[config.mk]
export PLATFORM = sky130hd
export DESIGN_NAME = psg_cell
export DESIGN_NICKNAME = d
export VERILOG_FILES = /design/src/design/psg_pkg.sv /design/src/design/psg_cell.sv
export SDC_FILE = /design/constraint.sdc
export NUM_CORES = 1
export LEC_CHECK = 0
export BUFFER_PORTS_ARGS = -buffer_cell sky130_fd_sc_hd__buf_2
export CAP_MARGIN = 20
export CORE_AREA = 4 4 274 276
export DETAILED_ROUTE_END_ITERATION = 8
export DIE_AREA = 0 0 278 280
export PLACE_DENSITY = 0.59
export SLEW_MARGIN = 20
export SYNTH_ARGS = -nofsm -noshare
export SYNTH_HDL_FRONTEND = slang
export SYNTH_SLANG_ARGS = --single-unit
export TNS_END_PERCENT = 5
[constraint.sdc]
create_clock -name clk -period 4.2 [get_ports clk]
set_input_delay 0 -clock clk [delete_from_list [all_inputs] [get_ports clk]]
set_output_delay 0 -clock clk [all_outputs]
set_load 0.02 [all_outputs]
[src/design/psg_pkg.sv]
`timescale 1ns / 1ps

package psg_pkg;

  // field widths
  localparam int VOL_W      = 9;
  localparam int POS_W      = 24;
  localparam int DIFF_W     = POS_W + 1;
  localparam int YAW_W      = 16;
  localparam int RAD_W      = 16;
  localparam int GAIN_W     = 16;
  localparam int CFG_IDX_W  = 3;
  localparam int CFG_DATA_W = 24;

  // rotation and distance
  localparam int PROD_W     = DIFF_W + YAW_W;      // one rotation product
  localparam int SUM_W      = PROD_W + 1;          // rotated component, Q14
  localparam int FRAC       = 14;
  localparam int XA_W       = 27;                  // integer magnitude after rotation
  localparam int SQ_W       = 2 * XA_W;            // radicand
  localparam int SQRT_STEPS = SQ_W / 2;
  localparam int DIST_W     = XA_W + 2;
  localparam int DEN_W      = XA_W + 1;
  localparam int REM_W      = 27;
  localparam int DIV_STEPS  = 16;

  // pan angle
  localparam int CORD_W     = 50;
  localparam int ANG_W      = 19;
  localparam int PRE        = 20;

  // attenuation and gain
  localparam int K_W         = 17;
  localparam int Q16_ONE     = 65536;
  localparam int ATT_OFFSET  = 1224;
  localparam int DIV_NUM     = ATT_OFFSET * Q16_ONE;
  localparam int ATT_NEAR    = 6000;
  localparam int ATT_FAR     = 10000;
  localparam int ATT_SPAN    = 4000;
  localparam int ATT_W       = 12;
  localparam longint ATT_RECIP = (64'd1 << 40) / ATT_SPAN;
  localparam int RECIP_SHIFT = 40;
  localparam int VOL_FLAT    = 180;
  localparam int VOL_POS     = 200;
  localparam int PAN_BASE    = 45875;
  localparam int PAN_NEAR    = 19661;
  localparam int PAN_FAR     = 39322;

  typedef enum logic [CFG_IDX_W-1:0] {
    CFG_CAMERA_X  = 3'd0,
    CFG_CAMERA_Y  = 3'd1,
    CFG_CAMERA_Z  = 3'd2,
    CFG_YAW_COS   = 3'd3,
    CFG_YAW_SIN   = 3'd4,
    CFG_MIN_RAD   = 3'd5
  } cfg_index_t;

  // one item as it travels down the cell row
  typedef struct packed {
    logic [VOL_W-1:0]         vol;
    logic                     flat;
    logic                     near_right;
    logic                     xa_zero;
    logic                     za_zero;
    logic [SQ_W-1:0]          rad_n;
    logic [SQ_W-1:0]          rad_r;
    logic signed [CORD_W-1:0] cx;
    logic signed [CORD_W-1:0] cy;
    logic signed [ANG_W-1:0]  ang;
    logic signed [DIST_W-1:0] rdist;
    logic                     dpos;
    logic [DEN_W-1:0]         den;
    logic [REM_W-1:0]         rem;
    logic [DIV_STEPS-1:0]     quo;
  } psg_data_t;

  // atan(2^-i) scaled so that pi/2 is 65536, rounded
  function automatic logic [ANG_W-1:0] atan_step(input int i);
    logic [ANG_W-1:0] v;
    case (i)
      0:  v = 19'd32768;
      1:  v = 19'd19344;
      2:  v = 19'd10221;
      3:  v = 19'd5188;
      4:  v = 19'd2604;
      5:  v = 19'd1303;
      6:  v = 19'd652;
      7:  v = 19'd326;
      8:  v = 19'd163;
      9:  v = 19'd81;
      10: v = 19'd41;
      11: v = 19'd20;
      12: v = 19'd10;
      13: v = 19'd5;
      14: v = 19'd3;
      15: v = 19'd1;
      16: v = 19'd1;
      default: v = '0;
    endcase
    return v;
  endfunction

  function automatic logic [GAIN_W-1:0] sat16(input logic [18:0] g);
    return (g > 19'd65535) ? {GAIN_W{1'b1}} : g[GAIN_W-1:0];
  endfunction

endpackage

[src/design/psg_cell.sv]
`timescale 1ns / 1ps

module psg_cell import psg_pkg::*; #(
  parameter int IDX              = 0,
  parameter int ANGLE_ITERATIONS = 16
) (
  input  logic             clk,
  input  logic             rst_n,
  input  logic             en,
  input  logic [RAD_W-1:0] rad_floor,
  input  logic             in_valid,
  input  psg_data_t        in_data,
  output logic             out_valid_r,
  output psg_data_t        out_data_r
);

  localparam int SQ_SH = (IDX < SQRT_STEPS) ? (SQ_W - 2 - 2 * IDX) : 0;
  localparam int CO_SH = (IDX < ANGLE_ITERATIONS) ? IDX : 0;
  localparam int DV_SH = (IDX > SQRT_STEPS) ? (DIV_STEPS + SQRT_STEPS - IDX) : 0;
  localparam int DSH_W = DEN_W + DIV_STEPS;
  localparam logic [ANG_W-1:0] ATAN_C = atan_step(IDX);

  logic [SQ_W-1:0]          sq_bit, sq_trial;
  logic [DSH_W-1:0]         dv_shift;
  logic signed [DIST_W-1:0] dist_c;
  psg_data_t                data_nxt;

  assign sq_bit   = SQ_W'(1) << SQ_SH;
  assign sq_trial = in_data.rad_r + sq_bit;
  assign dv_shift = DSH_W'(in_data.den) << DV_SH;
  assign dist_c   = $signed(DIST_W'(in_data.rad_r[XA_W-1:0])) - $signed(DIST_W'(rad_floor));

  always_comb begin
    data_nxt = in_data;

    // one result bit of the square root
    if (IDX < SQRT_STEPS) begin
      if (in_data.rad_n >= sq_trial) begin
        data_nxt.rad_n = in_data.rad_n - sq_trial;
        data_nxt.rad_r = (in_data.rad_r >> 1) + sq_bit;
      end else begin
        data_nxt.rad_r = in_data.rad_r >> 1;
      end
    end

    // one vectoring rotation; a zero y stays put
    if ((IDX < ANGLE_ITERATIONS) && (in_data.cy != '0)) begin
      if (!in_data.cy[CORD_W-1]) begin
        data_nxt.cx  = in_data.cx + (in_data.cy >>> CO_SH);
        data_nxt.cy  = in_data.cy - (in_data.cx >>> CO_SH);
        data_nxt.ang = in_data.ang + $signed(ATAN_C);
      end else begin
        data_nxt.cx  = in_data.cx - (in_data.cy >>> CO_SH);
        data_nxt.cy  = in_data.cy + (in_data.cx >>> CO_SH);
        data_nxt.ang = in_data.ang - $signed(ATAN_C);
      end
    end

    // distance past min radius and divider setup
    if (IDX == SQRT_STEPS) begin
      data_nxt.rdist = dist_c;
      data_nxt.dpos  = !dist_c[DIST_W-1] && (dist_c != '0);
      data_nxt.den   = (!dist_c[DIST_W-1] && (dist_c != '0)) ?
                       DEN_W'(dist_c) + DEN_W'(ATT_OFFSET) : DEN_W'(ATT_OFFSET);
      data_nxt.rem   = REM_W'(DIV_NUM);
      data_nxt.quo   = '0;
    end

    // one quotient bit, restoring
    if ((IDX > SQRT_STEPS) && (DSH_W'(in_data.rem) >= dv_shift)) begin
      data_nxt.rem        = in_data.rem - REM_W'(dv_shift);
      data_nxt.quo[DV_SH] = 1'b1;
    end
  end

  always_ff @(posedge clk) begin
    if (!rst_n) begin
      out_valid_r <= 1'b0;
    end else if (en) begin
      out_valid_r <= in_valid;
    end
  end

  always_ff @(posedge clk) begin
    if (en) begin
      out_data_r <= data_nxt;
    end
  end

endmodule

After elaboration in Yosys (flattened, before gate mapping). Index checks and enable logic that the tools add are counted.

Add/subtract/negate cells: 8. Magnitude comparators: 1. Muxes and demuxes: 4. Reduce and logical (&&, ||, !) cells: 1.

Operators by type and width (number): 119-bit two-way mux (2); 50-bit subtractor (2); 53-bit by 53-bit adder with 54-bit output (second input constant) (1); 54-bit by 53-bit adder with 54-bit output (second input constant) (1); 54-bit >= comparator (1); 54-bit two-way mux (1); 54-bit subtractor (1); 53-bit two-way mux (1); 50-bit adder (1); 50-bit nonzero test (1); 19-bit by 17-bit adder with 19-bit output (second input constant) (1); 19-bit by 17-bit subtractor with 19-bit output (second input constant) (1).

Output and inout bits: 342. Flip-flop bits (word level): 342.

Longest topological paths before layout. Gate-level depths: netlist of the first run.

Word-level depth: 3. Depth in mapped cells: 15. Gate-level depth less buffers: 14.

Worst setup path after synthesis of the first run. No wires, ideal clock.

Kind: input-to-reg. From: input in_data[274] (netlist bit). To: register out_data_r[280] (netlist bit), data pin. Arrival: 2.701 ns. Required time: 3.940 ns. Path buffers: 2. Setup slack: 1.239 ns. Stages: 15. Library setup time: 0.260 ns. Cells stage by stage: inv_1 -> ha_1 -> inv_1 -> fa_1 -> a21o_1 -> and2_1 -> o31ai_1 -> nor3b_2 -> o21ai_4 -> a41oi_4 -> o41ai_4 -> a21oi_2 -> buf_6 -> buf_6 -> mux2_4.

RTL lines: start: declaration (line psg_cell.sv:12) `input psg_data_t in_data,`; end signal: assignment (line psg_cell.sv:86) `out_data_r <= data_nxt;`; end: declaration (line psg_cell.sv:14) `output psg_data_t out_data_r`.

==> impl_results.md, run 1 <==
- Number of primary I/O pins: 703
- Post-route clock period utilization: 94.8%
- Clock insertion delay at the later pin of the skew report: 0.57 ns
- Worst setup path category: primary input to register
- Count of TritonRoute iterations in the first routing pass: 5
- Post-synthesis register bit count: 342
- Distinct cells, synth: 95
- Switching component of the power: 4.29 mW
- Number of antenna violations at the first check in global routing: 15
- Average wire per standard cell: 23.8 µm
- Final Setup Violations: 0
- Via count of the routed design: 24100
- Fin. max-slew vios: 0
- Vias in the first global route: 23500
- Clock tree from TritonCTS: done
- Clock tree skew after final layout: 0 ns
- HPWL after detailed placement: 86500 µm
- Final core utilization: 46.6%
- Total clock buffers created by CTS: 44
- Clock slew seen by the registers of the worst setup and hold paths: 0.06 ns
- Data required time of the worst path: 4.52 ns
- Global router's overall resource usage: 26.1%
- Sequential fraction of design power: 36.1%
- Run status: complete, no violations
- Highest attainable clock frequency: 0.251 GHz
- First-pass GRT wire length: 155000 µm
- Antenna-violating nets left: 0
- Number of standard cells after synthesis: 2554
- Fin. Hold Viols: 0
- Average cell area after synthesis: 9.69 µm²
- Arrival time at the worst endpoint: 4.30 ns
- Max-cap viol count: 0
- Post-Syn Nets: 3139
- Largest net degree at the start of global routing: 107
- Chip height: 280 µm
- Final critical path time including I/O delays and setup: 3.98 ns
- Hold Path Class: primary input to register
- Most common library cell in the layout ignoring fill and taps: sky130_fd_sc_hd__buf_2
- RSZ-0062 raised after global routing: no
- Area of the placeable core: 72600 µm²
- Total power of the final layout: 12.2 mW
- Most frequently used flop master after synthesis: sky130_fd_sc_hd__edfxtp_1
- Sort of element at the start of the critical path: primary input
- Clock sink total: 342
- Synthesis warning total: 0
- Iter 0 DRT Violations: 2145
- Async S/R FF share, synth: 0%
- Number of design rule violations left after detail routing: 0
- Fraction of final layout cells sized beyond drive strength 1: 25.0%
- Share of power burned in combinational logic: 33.6%
- Maximum level of the CTS H-tree: 2
- Critical-path maximum fanout: 31
- Remaining Overflow, GRT: 0
- Peak ir drop on the vdd network: 0.346 mV
- Maximum number of buffers from clock root to sink: 3
- Placed cell count: 4137
- Via-to-Cell Ratio: 5.34
- Total Nets Final: 4104
- P_leak: 14.8 nW
- Sequential share of the synthesized area: 41.4%
- Net Sw Frac: 35.0%
- Power density normalized to cell area: 362 nW/µm²
- Int Power: 7.95 mW
- Floorplan die width: 278 µm
- Total wire length: 108000 µm
- Max_slew headroom: 31.1%
- Post-Syn Area: 24800 µm²
- Final total negative setup slack: 0 ns
- Weighted congestion at the end of routability-driven global placement: 1.06
- Port-buffer cells: 686
- Clock Root Buffer: sky130_fd_sc_hd__clkbuf_16
- Final standard cell count with taps included and fillers excluded: 4524
- Syn-to-layout area delta: 36.5%
- Number of core rows: 99
- Die Outline Area: 77800 µm²
- Commonest cells after routing, fill and taps aside: sky130_fd_sc_hd__buf_2 (684), sky130_fd_sc_hd__edfxtp_1 (341), sky130_fd_sc_hd__dlygate4sd3_1 (293)
- Endpoint class of the critical path: register
- Clock network fraction of total power: 30.3%
- Number of enable-type register cells in the synthesized netlist: 341
- Initial Utilization: 34.1%
- Slew at the pin closest to its max-slew limit: 1.03 ns
[kinds of logic (layout without fill, tap and decap cells)]
family / Yosys count / count (layout) / share of synthesized area, %
AO/OA/AOI/OAI: 786 / 786 / 20.0
XOR/XNOR: 139 / 139 / 4.92
adder cells (fa/ha/maj): 224 / 224 / 11.5
buffers and inverters: 339 / 1340 / 5.41
flip-flops: 342 / 342 / 41.4
multiplexers: 88 / 88 / 4.44
other: 0 / 10 / 0
AND/OR/NAND/NOR: 636 / 636 / 12.3
[power by group through the flow]
stage / Clock (mW) / Combinational (mW) / Sequential (mW)
4_1_cts: 3.83 / 4.08 / 4.42
3_3_place_gp: 0 / 3.82 / 4.48
2_1_floorplan: 0 / 1.81 / 4.97
3_5_place_dp: 0 / 3.82 / 4.48
5_1_grt: 3.96 / 4.38 / 4.45
6_report: 3.71 / 4.11 / 4.42
[registers in the layout, summed over array words and instances (netlist names)]
name         count
out_data_r     341
out_valid_r      1
[repair_timing]
item                                    4_1_cts  5_1_grt
gates resized for setup                       0        1
hold endpoints to repair                    302        0
hold buffers                                293        0
endpoints found under the setup margin        0        1
buffers inserted                              0        2
[stage by stage]
stage	hold slack, ns	worst slack, ns	cell area (µm²)
after floorplan	0.0989	1.24	24800
final	0.0310	0.217	33800
after global placement	0.176	0.379	29400
after CTS	0.00101	0.179	33800
after global routing	0.0737	0.0352	33800
after detailed placement	0.178	0.344	29400
[metal layers]
layer  vias to the layer above  wire length (µm)  track usage (%)
li1                      11300                 -                -
met1                     11700             44800             33.3
met2                      1005             52300             45.5
met3                       156              7020             4.30
met4                         6              3620             7.86
met5                         -                44                0
[cell type report]
type / count / area (µm²)
Antenna cell: 10 / 25.0
Clock buffer: 55 / 1170
Clock inverter: 27 / 239
Fill cell: 6999 / 38800
Inverter: 219 / 822
Multi-Input combinational cell: 1873 / 13200
Sequential cell: 342 / 10300
Tap cell: 959 / 1200
Timing Repair Buffer: 1039 / 6900
[cells in the mapped netlist (all sizes together) (5+ instances only)]
| master | n | area, µm² |
|---|---|---|
| a221o | 7 | 70.1 |
| nand2 | 177 | 664 |
| inv | 218 | 818 |
| or3 | 14 | 87.6 |
| or2 | 8 | 50.0 |
| o21ai | 194 | 982 |
| o31ai | 40 | 300 |
| nand4 | 47 | 294 |
| nand2b | 18 | 113 |
| edfxtp | 341 | 10200 |
| a311oi | 8 | 70.1 |
| nand3 | 35 | 175 |
| ha | 219 | 2740 |
| or4 | 5 | 41.3 |
| xnor2 | 109 | 955 |
| o211ai | 14 | 110 |
| nor3 | 37 | 185 |
| a21o | 48 | 360 |
| nor3b | 5 | 42.5 |
| and4 | 8 | 70.1 |
| clkbuf | 80 | 300 |
| and2 | 11 | 68.8 |
| mux2i | 33 | 330 |
| o21bai | 48 | 360 |
| o31a | 7 | 61.3 |
| o311ai | 5 | 43.8 |
| xor2 | 30 | 263 |
| a21boi | 11 | 86.3 |
| o41ai | 7 | 87.6 |
| mux2 | 55 | 769 |
| a211o | 5 | 43.8 |
| a31oi | 24 | 156 |
| a221oi | 8 | 70.1 |
| nor2 | 190 | 713 |
| a21oi | 260 | 1310 |
| a211oi | 27 | 208 |
| buf | 40 | 218 |
| a41oi | 5 | 62.6 |
| nor4 | 28 | 188 |
| nor2b | 30 | 188 |
| and3 | 12 | 75.1 |
| o21a | 28 | 210 |
| fa | 5 | 100 |
[critical path, cell delays in order]
cell                            delay (ns)
sky130_fd_sc_hd__dlygate4sd3_1        0.55
sky130_fd_sc_hd__buf_2                0.12
sky130_fd_sc_hd__inv_1                0.08
sky130_fd_sc_hd__ha_1                 0.19
sky130_fd_sc_hd__inv_1                0.06
sky130_fd_sc_hd__fa_1                 0.41
sky130_fd_sc_hd__a21o_1               0.21
sky130_fd_sc_hd__and2_1               0.18
sky130_fd_sc_hd__o31ai_1              0.41
sky130_fd_sc_hd__nor3b_4              0.33
sky130_fd_sc_hd__o21ai_4              0.12
sky130_fd_sc_hd__a41oi_4              0.27
sky130_fd_sc_hd__o41ai_4              0.15
sky130_fd_sc_hd__a21oi_4              0.23
sky130_fd_sc_hd__buf_12               0.27
sky130_fd_sc_hd__mux2i_1              0.11
sky130_fd_sc_hd__dlygate4sd3_1        0.56
[final timing paths]
check                                  start               to  slack [ns]  cells past startpoint
worst min register to register   out_valid_r      out_valid_r        1.09                      3
worst max-delay path            in_data[274]  out_data_r[274]        0.22                     17
worst max register to register   out_valid_r      out_valid_r        3.03                      3
worst min-delay path            in_data[167]  out_data_r[168]        0.03                      4
(Power assumes the default switching activity.)
==> run 2: changes to the inputs <==
--- a/config.mk
+++ b/config.mk
@@ -7,9 +7,10 @@
 export LEC_CHECK = 0
 export BUFFER_PORTS_ARGS = -buffer_cell sky130_fd_sc_hd__buf_2
 export CAP_MARGIN = 20
-export CORE_AREA = 4 4 274 276
+export CORE_AREA = 2 2 272 274
 export DETAILED_ROUTE_END_ITERATION = 8
-export DIE_AREA = 0 0 278 280
+export DIE_AREA = 0 0 274 276
+export GPL_TIMING_DRIVEN = 0
 export PLACE_DENSITY = 0.59
 export SLEW_MARGIN = 20
 export SYNTH_ARGS = -nofsm -noshare
==> impl_results.md, run 2 (synthesized netlist as in run 1, its figures left out) <==
- Run status: complete, no violations
- Clock Root Buffer: sky130_fd_sc_hd__clkbuf_16
- Syn-to-layout area delta: 36.7%
- Final instance area: 33800 µm²
- Fill count: 7066
- Sort of element at the start of the critical path: primary input
- Maximum level of the CTS H-tree: 2
- Final core utilization: 46.6%
- Endpoint class of the critical path: register
- Max incr delay on CP: 0.60 ns
- Fraction of final layout cells sized beyond drive strength 1: 23.6%
- Weighted congestion at the end of routability-driven global placement: 1.06
- Fin. max-slew vios: 0
- Flip-flop count of the largest register after layout: 341
- Clock slew seen by the registers of the worst setup and hold paths: 0.05 ns
- Slew at the pin closest to its max-slew limit: 1.16 ns
- Final critical path time including I/O delays and setup: 4.04 ns
- Worst setup path category: primary input to register
- Sequential cell area in the final layout: 10300 µm²
- Met1 track demand over resource: 37.8%
- Hold Path Class: primary input to register
- Final Setup Violations: 0
- Data required time of the worst path: 4.53 ns
- Global router's overall resource usage: 29.9%
- Number of primary I/O pins: 703
- Commonest cells after routing, fill and taps aside: sky130_fd_sc_hd__buf_2 (703), sky130_fd_sc_hd__edfxtp_1 (341), sky130_fd_sc_hd__dlygate4sd3_1 (293)
- Floorplan die width: 274 µm
- First-pass GRT wire length: 167000 µm
- Largest regs: out_data_r: 341 flops, out_valid_r: 1 flops
- Largest net degree at the start of global routing: 94
- Multi-input gate area in the final layout: 13200 µm²
- Met3 routing resource usage after global routing: 5.22%
- Maximum number of buffers from clock root to sink: 3
- Slowest stage cell on the critical path: sky130_fd_sc_hd__a311oi_1
- Iter 0 DRT Violations: 2160
- Total clock buffers created by CTS: 42
- Initial Utilization: 34.1%
- Number of core rows: 99
- Layer carrying the most global-route usage: met2
- Max-cap viol count: 0
- Via count of the routed design: 24700
- Place WS: -0.613 ns
- Fin. Hold Viols: 0
- Number of design rule violations left after detail routing: 0
- Die Outline Area: 75600 µm²
- Clock insertion delay at the later pin of the skew report: 0.60 ns
- Count of TritonRoute iterations in the first routing pass: 5
- Chip height: 276 µm
- Total wire length: 117000 µm
- Port-buffer cells: 686
- Remaining Overflow, GRT: 0
- P_leak: 14.7 nW
- Peak ir drop on the vdd network: 0.352 mV
- Most common library cell in the layout ignoring fill and taps: sky130_fd_sc_hd__buf_2
- Clock tree skew after final layout: 0 ns
- Critical-path maximum fanout: 10
- Final total negative setup slack: 0 ns
- CP bufs+invs: 4
- Clock tree from TritonCTS: done
- RSZ-0062 raised after global routing: no
- Arrival time at the worst endpoint: 4.37 ns
- Area of the placeable core: 72600 µm²
- Gate family responsible for the most delay along the worst path: compound AO/OA/AOI/OAI gates
- Placement Cell Area: 29500 µm²
- Max_slew headroom: 22.6%
- Post-route clock period utilization: 96.1%
- Number of antenna violations at the first check in global routing: 18
- HPWL after detailed placement: 94900 µm
- Average wire per standard cell: 25.6 µm
- Critical path, cell by cell: dlygate4sd3_1 -> buf_2 -> ha_1 -> buf_4 -> inv_2 -> a21oi_1 -> o211ai_1 -> a21oi_1 -> o41ai_2 -> a311oi_1 -> nor2_1 -> a311oi_1 -> xnor2_1 -> o21ai_1
- Via-to-Cell Ratio: 5.38
- Total Nets Final: 4167
- Highest attainable clock frequency: 0.248 GHz
- Met2 Usage GRT: 49.4%
- Register name with the most flops: out_data_r
- Power density normalized to cell area: 361 nW/µm²
- Crit path setup slack, layout: 0.163 ns
- Vias in the first global route: 24500
- Clock sink total: 342
- Antenna-violating nets left: 0
==> run 2: timing repair <==
item	4_1_cts	5_1_grt
cloned	0	0
gates resized for setup	1	2
buffers inserted	0	0
hold endpoints to repair	305	0
hold buffers	293	0
endpoints found under the setup margin	2	5
==> run 2: cell type report <==
type | count | area share [%]
antenna | 9 | 0.0666
buffer | 120 | 1.53
inverter | 219 | 2.43
sequential | 342 | 30.3
timing repair buffer | 984 | 19.2
clock inverter | 28 | 0.795
tap | 959 | 3.55
multi-input combinational | 1873 | 38.9
clock buffer | 48 | 3.17
==> run 2: layer usage <==
| metal | part of all wire (%) | up-vias | wire length (µm) |
|---|---|---|---|
| li1 | - | 11400 | - |
| met1 | 41 | 11900 | 48100 |
| met2 | 47 | 1104 | 54700 |
| met3 | 7.1 | 230 | 8390 |
| met4 | 5.3 | 8 | 6200 |
| met5 | 0.039 | - | 46 |
==> run 2: tightest hold or removal path, stage by stage <==
cell,delay (ns)
sky130_fd_sc_hd__buf_2,0.16
sky130_fd_sc_hd__inv_1,0.07
sky130_fd_sc_hd__ha_1,0.19
sky130_fd_sc_hd__nor2_1,0.06
==> run 2: metrics by stage <==
| step | power, mW | std cells | hold slack [ns] |
|---|---|---|---|
| 2_1_floorplan | 6.78 | 2554 | 0.0989 |
| 6_report | 12.2 | 4582 | 0.0571 |
| 3_5_place_dp | 8.34 | 4204 | 0.178 |
| 4_1_cts | 12.3 | 4573 | 0.0424 |
| 3_3_place_gp | 8.37 | 4199 | 0.176 |
| 5_1_grt | 12.7 | 4579 | 0.0701 |
==> run 2: worst paths after layout <==
path                                        end  slack [ns]  depth (start not counted)          from
worst max-delay path            out_data_r[217]        0.16                         14  in_data[174]
worst min-delay path            out_data_r[120]        0.06                          4  in_data[120]
worst max register to register      out_valid_r        3.05                          3   out_valid_r
worst min register to register      out_valid_r        1.09                          3   out_valid_r
==> run 2: power by group <==
group	switching, mW	internal, mW
Sequential	0.128	4.27
Clock	1.58	2.04
Combinational	2.67	1.52
